### config.mk
export PLATFORM = sky130hd
export DESIGN_NAME = fuzzy_subsequence_scorer
export DESIGN_NICKNAME = d
export VERILOG_FILES = /design/src/fss_pkg.sv /design/src/fss_cell.sv /design/src/fss_divider.sv /design/src/fuzzy_subsequence_scorer.sv
export SDC_FILE = /design/constraint.sdc
export NUM_CORES = 2
export LEC_CHECK = 0
export BUFFER_PORTS_ARGS = -buffer_cell sky130_fd_sc_hd__buf_2
export CORE_ASPECT_RATIO = 0.7
export CORE_MARGIN = 2
export CORE_UTILIZATION = 40
export CTS_BUF_LIST = sky130_fd_sc_hd__clkbuf_2
export DETAILED_ROUTE_END_ITERATION = 16
export PLACE_DENSITY = 0.51
export SYNTH_ARGS = -nofsm -noshare
export SYNTH_HDL_FRONTEND = slang
export SYNTH_SLANG_ARGS = --single-unit
### constraint.sdc
create_clock -name clock -period 7.8 [get_ports clock]
set_input_delay 2.34 -clock clock [delete_from_list [all_inputs] [get_ports clock]]
set_output_delay 2.34 -clock clock [all_outputs]
set_load 0.02 [all_outputs]
### src/fss_pkg.sv
// Package for the fuzzy subsequence scorer: sizes, command codes and shared types.
// No dependencies.
`timescale 1ns / 1ps
package fss_pkg;
   localparam int PatternMaxDef = 32;
   localparam int TargetMaxDef  = 1024;
   localparam int ChW  = 8;
   localparam int PosW = 11;

   typedef enum logic [1:0] {
      MODE_CLEAR  = 2'd0,
      MODE_APPEND = 2'd1,
      MODE_TARGET = 2'd2,
      MODE_END    = 2'd3
   } mode_type;

   // Command to each cell: step and restart are broadcast to every cell, load is per cell
   typedef struct packed {
      logic          load;    // append pattern character at this cell
      logic          step;    // take a target character
      logic          restart; // drop window contents
   } cell_ctl_type;

   // Fold A-Z to lower case
   function automatic logic [ChW-1:0] fold(input logic [ChW-1:0] c);
      logic [ChW-1:0] r;
      r = c;
      if (c >= 8'h41 && c <= 8'h5A) r = c + 8'd32;
      return r;
   endfunction

   // Judge state machine
   typedef enum logic [2:0] {
      ST_RUN, ST_DIV1, ST_DIV2, ST_SCORE, ST_OUT
   } judge_state_type;
endpackage

### src/fss_cell.sv
// One cell of the match row: holds a pattern character and a window character.
// Depends on fss_pkg.
`timescale 1ns / 1ps
module fss_cell
   import fss_pkg::*;
(
   input  logic             clock,
   input  logic             reset,
   input  cell_ctl_type     ctl,
   input  logic [ChW-1:0]   ch,
   input  logic [ChW-1:0]   win_prev,
   output logic [ChW-1:0]   win_out,
   output logic [ChW-1:0]   pat_out
);
   logic [ChW-1:0] pat_ff, win_ff;

   // Load the pattern character when addressed
   always_ff @(posedge clock) begin
      if (ctl.load) pat_ff <= ch;
   end

   // Shift the window towards the oldest end
   always_ff @(posedge clock) begin
      if (reset || ctl.restart) win_ff <= '0;
      else if (ctl.step)        win_ff <= win_prev;
   end

   assign win_out = win_ff;
   assign pat_out = pat_ff;
endmodule

### src/fss_divider.sv
// Restoring divider, one quotient bit per cycle.
// Depends on fss_pkg.
`timescale 1ns / 1ps
module fss_divider
   import fss_pkg::*;
#(
   parameter int W = 13
)(
   input  logic         clock,
   input  logic         reset,
   input  logic         start,
   input  logic [W-1:0] num,
   input  logic [W-1:0] den,
   output logic         done,
   output logic [W-1:0] quo
);
   localparam int CW = $clog2(W + 1);
   logic [W-1:0] q_ff, r_ff, d_ff;
   logic [CW-1:0] cnt_ff;
   logic busy_ff, done_ff;
   logic [W:0] trial;

   assign trial = {r_ff, q_ff[W-1]} - {1'b0, d_ff};

   // Produce one quotient bit per cycle
   always_ff @(posedge clock) begin
      if (reset) begin
         busy_ff <= 1'b0;
         done_ff <= 1'b0;
         cnt_ff  <= '0;
      end else begin
         done_ff <= 1'b0;
         if (start) begin
            busy_ff <= 1'b1;
            cnt_ff  <= CW'(W);
         end else if (busy_ff) begin
            cnt_ff <= cnt_ff - 1'b1;
            if (cnt_ff == CW'(1)) begin
               busy_ff <= 1'b0;
               done_ff <= 1'b1;
            end
         end
      end
   end

   always_ff @(posedge clock) begin
      if (start) begin
         q_ff <= num;
         r_ff <= '0;
         d_ff <= den;
      end else if (busy_ff) begin
         if (!trial[W]) begin
            r_ff <= trial[W-1:0];
            q_ff <= {q_ff[W-2:0], 1'b1};
         end else begin
            r_ff <= {r_ff[W-2:0], q_ff[W-1]};
            q_ff <= {q_ff[W-2:0], 1'b0};
         end
      end
   end

   assign done = done_ff;
   assign quo  = q_ff;
endmodule

### src/fuzzy_subsequence_scorer.sv
// Top level of the fuzzy subsequence scorer: cell row, greedy tracker, judge.
// Depends on fss_pkg, fss_cell, fss_divider.
//
// Channel | Dir | Signals                    | Content
// req     | in  | req_tvalid/tready/tdata    | mode[1:0], ch[9:2]
// rsp     | out | rsp_tvalid/tready/tdata    | matched, score[12:1], exact_hit, overflow
//
// Pattern and target requests are taken back to back while the judge is idle.
// End of target runs three serial divisions by a shared one-bit-a-cycle divider, then
// scoring; no request is taken meanwhile. Result waits in an output register until taken.
// Synchronous active-high reset.
`timescale 1ns / 1ps
module fuzzy_subsequence_scorer
   import fss_pkg::*;
#(
   parameter int PATTERN_MAX = PatternMaxDef,
   parameter int TARGET_MAX  = TargetMaxDef
)(
   input  logic        clock,
   input  logic        reset,
   input  logic        req_tvalid,
   output logic        req_tready,
   input  logic [15:0] req_tdata,   // mode[1:0], ch[9:2], zeros
   output logic        rsp_tvalid,
   input  logic        rsp_tready,
   output logic [15:0] rsp_tdata    // matched[0], score[12:1], exact_hit[13], overflow[14]
);
   localparam int LW = $clog2(PATTERN_MAX + 1);
   localparam int DW = 13;
   localparam logic [PosW-1:0] FirstNone = '1;

   mode_type       mode;
   logic [ChW-1:0] ch;
   logic           acc;
   assign mode = mode_type'(req_tdata[1:0]);
   assign ch   = fold(req_tdata[9:2]);
   assign acc  = req_tvalid && req_tready;

   judge_state_type st_ff, st_in;
   logic [LW-1:0]   plen_ff, seq_ff, run_ff, best_ff;
   logic [PosW-1:0] tpos_ff, first_ff, last_ff, subpos_ff;
   logic            subf_ff, ovf_ff;
   logic            rsp_v_ff;
   logic [15:0]     rsp_d_ff;

   // Cell row
   cell_ctl_type   ctl [PATTERN_MAX];
   logic [ChW-1:0] win [PATTERN_MAX];
   logic [ChW-1:0] pat [PATTERN_MAX];
   logic           restart;
   logic           do_step;
   assign do_step = acc && mode == MODE_TARGET && tpos_ff < PosW'(TARGET_MAX);
   assign restart = acc && mode != MODE_TARGET;

   genvar g;
   generate
      for (g = 0; g < PATTERN_MAX; g++) begin : g_cell
         logic [ChW-1:0] prev;
         if (g == PATTERN_MAX - 1) begin : g_last
            assign prev = ch;
         end else begin : g_mid
            assign prev = win[g+1];
         end
         assign ctl[g].load = acc && mode == MODE_APPEND && plen_ff == LW'(g);
         assign ctl[g].step = do_step;
         assign ctl[g].restart = restart;
         fss_cell u_cell (.clock, .reset, .ctl(ctl[g]), .ch, .win_prev(prev),
                          .win_out(win[g]), .pat_out(pat[g]));
      end
   endgenerate

   // Substring compare over the window after this character is shifted in
   logic sub_eq;
   always_comb begin
      sub_eq = 1'b1;
      for (int i = 0; i < PATTERN_MAX; i++) begin
         if (LW'(i) < plen_ff) begin
            if (PATTERN_MAX - int'(plen_ff) + i == PATTERN_MAX - 1) begin
               if (ch != pat[i]) sub_eq = 1'b0;
            end else if (win[PATTERN_MAX - int'(plen_ff) + i + 1] != pat[i]) begin
               sub_eq = 1'b0;
            end
         end
      end
   end

   logic [ChW-1:0] seq_ch;
   assign seq_ch = pat[seq_ff[$clog2(PATTERN_MAX)-1:0]];

   // Target state
   always_ff @(posedge clock) begin
      if (reset || restart) begin
         tpos_ff <= '0; subf_ff <= 1'b0; subpos_ff <= '0; seq_ff <= '0;
         run_ff <= '0; best_ff <= '0; first_ff <= FirstNone; last_ff <= '0;
      end else if (acc && mode == MODE_TARGET) begin
         if (!do_step) tpos_ff <= PosW'(TARGET_MAX + 1);
         else begin
            tpos_ff <= tpos_ff + 1'b1;
            if (!subf_ff && plen_ff != '0 && tpos_ff + 1'b1 >= PosW'(plen_ff) && sub_eq) begin
               subf_ff   <= 1'b1;
               subpos_ff <= tpos_ff + 1'b1 - PosW'(plen_ff);
            end
            if (seq_ff < plen_ff) begin
               if (seq_ch == ch) begin
                  if (first_ff == FirstNone) first_ff <= tpos_ff;
                  last_ff <= tpos_ff;
                  seq_ff  <= seq_ff + 1'b1;
                  run_ff  <= run_ff + 1'b1;
                  if (run_ff + 1'b1 > best_ff) best_ff <= run_ff + 1'b1;
               end else run_ff <= '0;
            end
         end
      end
   end

   // Pattern length and overflow flag
   always_ff @(posedge clock) begin
      if (reset) begin
         plen_ff <= '0; ovf_ff <= 1'b0;
      end else if (acc && mode == MODE_CLEAR) begin
         plen_ff <= '0; ovf_ff <= 1'b0;
      end else if (acc && mode == MODE_APPEND) begin
         if (plen_ff < LW'(PATTERN_MAX)) plen_ff <= plen_ff + 1'b1;
         else ovf_ff <= 1'b1;
      end
   end

   // Judge snapshot so the row may restart
   logic [LW-1:0]   j_n, j_seq, j_best;
   logic [PosW-1:0] j_t, j_first, j_last, j_spos;
   logic            j_sub, j_ovf;
   logic [DW-1:0]   dens_ff, cov_ff;
   always_ff @(posedge clock) begin
      if (acc && mode == MODE_END) begin
         j_n <= plen_ff; j_seq <= seq_ff; j_best <= best_ff; j_t <= tpos_ff;
         j_first <= first_ff; j_last <= last_ff; j_spos <= subpos_ff; j_sub <= subf_ff;
         j_ovf <= ovf_ff || tpos_ff > PosW'(TARGET_MAX);
      end
   end

   // Shared divider: coverage, density, consecutive
   logic          dv_start, dv_done;
   logic [DW-1:0] dv_num, dv_den, dv_q;
   logic [PosW-1:0] span;
   assign span = j_last - j_first + 1'b1;
   fss_divider #(.W(DW)) u_div (.clock, .reset, .start(dv_start), .num(dv_num),
                               .den(dv_den), .done(dv_done), .quo(dv_q));

   always_comb begin
      dv_start = 1'b0;
      dv_num   = DW'(j_n) * DW'(100);
      dv_den   = (j_t == '0) ? DW'(1) : DW'(j_t);
      if (st_ff == ST_RUN) begin
         // Snapshot is loaded on this same edge, so take the live counts
         dv_start = acc && mode == MODE_END;
         dv_num   = DW'(plen_ff) * DW'(100);
         dv_den   = (tpos_ff == '0) ? DW'(1) : DW'(tpos_ff);
      end
      if (st_ff == ST_DIV1) begin
         dv_start = dv_done;
         dv_den   = (span == '0) ? DW'(1) : DW'(span);
      end
      if (st_ff == ST_DIV2) begin
         dv_start = dv_done;
         dv_num   = DW'(j_best) * DW'(30);
         dv_den   = (j_n == '0) ? DW'(1) : DW'(j_n);
      end
   end

   // Next state
   always_comb begin
      st_in = st_ff;
      case (st_ff)
         ST_RUN:   if (acc && mode == MODE_END) st_in = ST_DIV1;
         ST_DIV1:  if (dv_done) st_in = ST_DIV2;
         ST_DIV2:  if (dv_done) st_in = ST_SCORE;
         ST_SCORE: if (dv_done) st_in = ST_OUT;
         ST_OUT:   if (!rsp_v_ff) st_in = ST_RUN;
         default:  st_in = ST_RUN;
      endcase
   end

   always_ff @(posedge clock) begin
      if (reset) st_ff <= ST_RUN;
      else st_ff <= st_in;
   end

   always_ff @(posedge clock) begin
      if (st_ff == ST_DIV1 && dv_done) cov_ff <= dv_q;
      if (st_ff == ST_DIV2 && dv_done) dens_ff <= dv_q;
   end

   // Score; the consecutive term is the quotient still held by the divider
   logic        m, ex;
   logic [11:0] sc;
   logic [DW-1:0] dens_s, cov_s, pos_s, sum;
   always_comb begin
      dens_s = dens_ff < DW'(100) ? dens_ff : DW'(100);
      cov_s  = cov_ff < DW'(50) ? {cov_ff[DW-2:0], 1'b0} : DW'(100);
      pos_s  = j_first < PosW'(50) ? DW'(50) - DW'(j_first) : '0;
      sum    = dens_s + dv_q + cov_s + pos_s;
      m = 1'b0; ex = 1'b0; sc = '0;
      if (j_ovf) begin
         m = 1'b0;
      end else if (j_n == '0) begin
         m = 1'b1;
      end else if (j_t == '0) begin
         m = 1'b0;
      end else if (j_sub) begin
         m = 1'b1; ex = 1'b1;
         sc = 12'(12'd1000 - 12'(j_spos) + 12'(cov_ff));
      end else if (j_n >= LW'(3) && j_seq == j_n && j_first != FirstNone
                   && j_last >= j_first && dens_ff >= DW'(20)
                   && !(cov_ff < DW'(15) && j_t > PosW'(20)) && sum >= DW'(80)) begin
         m = 1'b1; sc = sum[11:0];
      end
   end

   // Output register
   always_ff @(posedge clock) begin
      if (reset) rsp_v_ff <= 1'b0;
      else if (st_ff == ST_SCORE && dv_done) rsp_v_ff <= 1'b1;
      else if (rsp_tready) rsp_v_ff <= 1'b0;
   end
   always_ff @(posedge clock) begin
      if (st_ff == ST_OUT && !rsp_v_ff) rsp_d_ff <= rsp_d_ff;
      if (st_in == ST_OUT && st_ff == ST_SCORE)
         rsp_d_ff <= {1'b0, j_ovf, ex, sc, m};
   end

   assign req_tready = st_ff == ST_RUN;
   assign rsp_tvalid = rsp_v_ff;
   assign rsp_tdata  = rsp_d_ff;

`ifndef ASSERT_OFF
   a_no_req_in_judge: assert property (@(posedge clock) disable iff (reset)
      st_ff != ST_RUN |-> !req_tready) else $error("request taken while judging");
   a_rsp_after_score: assert property (@(posedge clock) disable iff (reset)
      $rose(rsp_v_ff) |-> $past(st_ff) == ST_SCORE) else $error("stray response");
   a_ovf_nomatch: assert property (@(posedge clock) disable iff (reset)
      rsp_tvalid && rsp_tdata[14] |-> !rsp_tdata[0]) else $error("overflow with match");
`endif
endmodule
==> flow_summary.json <==
{
  "dpl.hpwl_um": 206000,
  "whs_path_depth": 0,
  "start_util": 0.402,
  "status": "finished with violations",
  "avgSynthCellArea_um2": 9.95,
  "arrival_ps": 8970,
  "pwr-share-comb": 0.223,
  "nets": 6242,
  "ant_nets": 0,
  "yosys_warnings": 0,
  "p_int_uw": 6000,
  "synth_area_um2": 59200,
  "drc": 0,
  "viasPerCell": 6.16,
  "pwr-share-clk": 0.325,
  "yosysSeqAreaShare": 0.313,
  "netlist.area_leader.share": 0.195,
  "synthToLayoutAreaGrowth_pct": 8.19,
  "critPathKind": "reg -> reg",
  "fmax_mhz": 136,
  "cts_setup_buffers": 0,
  "synth_common_cells": "nand2_1, mux2i_1, a21oi_1, xnor2_1, edfxtp_1",
  "clk_latency_ps": 1850,
  "skew_ps": 168,
  "dr.first_iter.drc_count": 6555,
  "ys_ff_latch": 734,
  "drv_cap": 3,
  "yosysTopAreaCell": "edfxtp_1",
  "seq_power_share": 0.452,
  "maxSlewViolCount": 4,
  "syn_inst": 5949,
  "cts-root-buf": "clkbuf_2",
  "finalSetupViolCount": 0,
  "path_max_fanout": 14,
  "tns_ps": 0,
  "totalWireLength_um": 261000,
  "wl_per_cell_um": 32.0,
  "p_total_uw": 9230,
  "synth_edf_count": 385,
  "rsz0062_at_grt": "false",
  "gr-total-overflow": 0,
  "die_x_um": 464,
  "grt_max_degree": 160,
  "fin_area_um2": 64000,
  "antenna_found_initial": 20,
  "r2r-start": "plen_ff[2]",
  "postCtsResizedCells": 0,
  "postCtsHoldBufs": 0,
  "rr_worst_depth": 21,
  "hp-class": "reg -> reg",
  "cts.sinks": 734,
  "regArea_um2": 18600,
  "layout_min_cycle_time_ps": 7370,
  "routabilityCongestion": 1.07,
  "cellPowerDensity_nw_per_um2": 144,
  "fin_crit_sh": 0.944,
  "hold_viol_final": 0,
  "drive_above_1_share": 0.181,
  "startpoint_type": "flip-flop",
  "max_slew_margin": -0.0412,
  "grt_pass1_wl_um": 361000,
  "core_area_um2": 147000,
  "power.switching_uw": 3230,
  "grt_pass1_vias": 45300,
  "clk_pin_slew_ps": 110,
  "port_buffers": 30,
  "num_rows": 118,
  "vias": 50100,
  "synth-main-ff-cell": "edfxtp_1",
  "die_h_um": 326,
  "die-area_um2": 151000,
  "ios": 38,
  "ys_types": 97,
  "clock_path_buffers": 3,
  "place_area_um2": 62200,
  "cts_tree": "built",
  "p_leak_uw": 0.0229,
  "grt_usage": 0.338,
  "h-tree-depth": 4,
  "crit_required_ps": 9410,
  "numCtsBuffers": 190,
  "hold_path_startpoint": "last_ff[8]",
  "violations": "max-capacitance violations, max-slew violations",
  "synthTopCellsByArea": "edfxtp_1, dfxtp_1, mux4_2",
  "tightestPinTransition_ps": 1520,
  "sw_frac_of_total": 0.350,
  "crit_path_start": "plen_ff[2]",
  "nFillCells": 14500,
  "peakVddDrop_uv": 161,
  "dr.pass1.iters": 6,
  "endpoint_kind": "flip-flop",
  "async_flop_share": 0,
  "multiInputGateArea_um2": 38500,
  "yosysMostFrequentCell": "nand2_1"
}
[per-layer routing]
layer | part of all wire | wire (um) | global-route usage
met1 | 0.45 | 117000 | 0.501
met2 | 0.36 | 93400 | 0.409
met3 | 0.16 | 41000 | 0.173
met4 | 0.033 | 8650 | 0.110
met5 | 0.00048 | 126 | 0
[stage by stage]
stage / setup WS (ps) / utilization / instances / hold slack [ps]
6_report: 433 / 0.435 / 8143 / 432
5_1_grt: 101 / 0.434 / 8134 / 455
4_1_cts: 365 / 0.434 / 8127 / 438
3_5_place_dp: 399 / 0.422 / 7784 / 414
3_3_place_gp: 450 / 0.422 / 7784 / 411
2_1_floorplan: 1170 / - / 5961 / 402
[path summary, 6_finish.rpt]
path,end,slack (ps)
worst max-delay path,subpos_ff[10],430
worst min-delay path,j_last[8],430
worst max register to register,subpos_ff[10],430
worst min register to register,j_last[8],430
[sequential cells by signal, summed over array words and instances, names as in the netlist, 11 cells and up]
name / cells
cov_ff: 13
dens_ff: 13
first_ff: 11
g_cell.u_cell.pat_out: 256
g_cell.u_cell.win_out: 256
j_first: 11
j_last: 11
j_spos: 11
j_t: 11
last_ff: 11
rsp_tdata: 15
subpos_ff: 11
tpos_ff: 11
u_div.d_ff: 11
u_div.quo: 13
u_div.r_ff: 13
[power groups by stage]
stage | clock network, uW | logic, uW | registers [uW]
2_1_floorplan | 0 | 1420 | 4230
3_3_place_gp | 0 | 1990 | 4260
3_5_place_dp | 0 | 2010 | 4260
4_1_cts | 3070 | 2010 | 4170
5_1_grt | 3250 | 2180 | 4180
6_report | 2990 | 2060 | 4170
[cells by family after synthesis]
group	share of synthesized area
buf+inv	0.0417
other cells	0.000127
fa+ha+maj	0.0532
xor+xnor	0.115
mux	0.263
compound gates	0.0926
simple gates	0.120
flops	0.313
[critical path, stage by stage, from the launching register on]
cell and delay, ps:
dfxtp_1 480, inv_1 240, ha_1 250, nor2b_2 160, xnor2_1 330, buf_4 270
inv_1 170, ha_1 310, nand2_1 250, nand2_1 100, xnor2_1 160, buf_4 180
xor2_4 510, buf_4 260, mux4_2 390, xor2_1 180, nor4_1 840, a21oi_1 320
or4_1 660, or4_1 770, o21ai_0 240, a21oi_1 100
[placed cells by master, fill, tap and decap left out, types with 12 or more instances in the layout]
cell type  Yosys  routed
nand4_1       68      68
o31ai_1       15      14
nor2_1       213     211
or3_1         23      22
xnor2_1      388     380
o22ai_1       15      15
xnor2_2        8      12
o21ai_0      196     192
nor2b_1       26      26
fa_1          43      43
a21oi_1      497     495
and2_1        16      16
mux2i_1      661     659
diode_2        0      16
mux2_2       175     175
a21o_1        33      33
nand2b_1      29      29
conb_1         2      14
nor3_1        81      80
xor2_1       343     338
clkinv_1       2      40
inv_1        172     169
buf_12         0      18
a211oi_1      21      21
a22oi_1       15      15
edfxtp_1     385     385
dfxtp_1      349     345
and3_1        30      30
buf_2         88      25
nand3_1      123     123
ha_1         183     182
mux4_2       309     309
o21bai_1      16      16
clkbuf_2       0     284
nand2_1      802     801
nor4_1        70      69
buf_4         34     199
a31oi_1       29      28
o211ai_1      14      14
[layout make-up]
class | instances | share of cell area
antenna | 16 | 0.000625
clock inverter | 59 | 0.00604
clock buffer | 284 | 0.0222
timing repair buffer | 242 | 0.0309
tap | 1980 | 0.0387
sequential | 734 | 0.290
multi-input combinational | 4651 | 0.601
inverter | 177 | 0.0104
(Power assumes the default switching activity.)
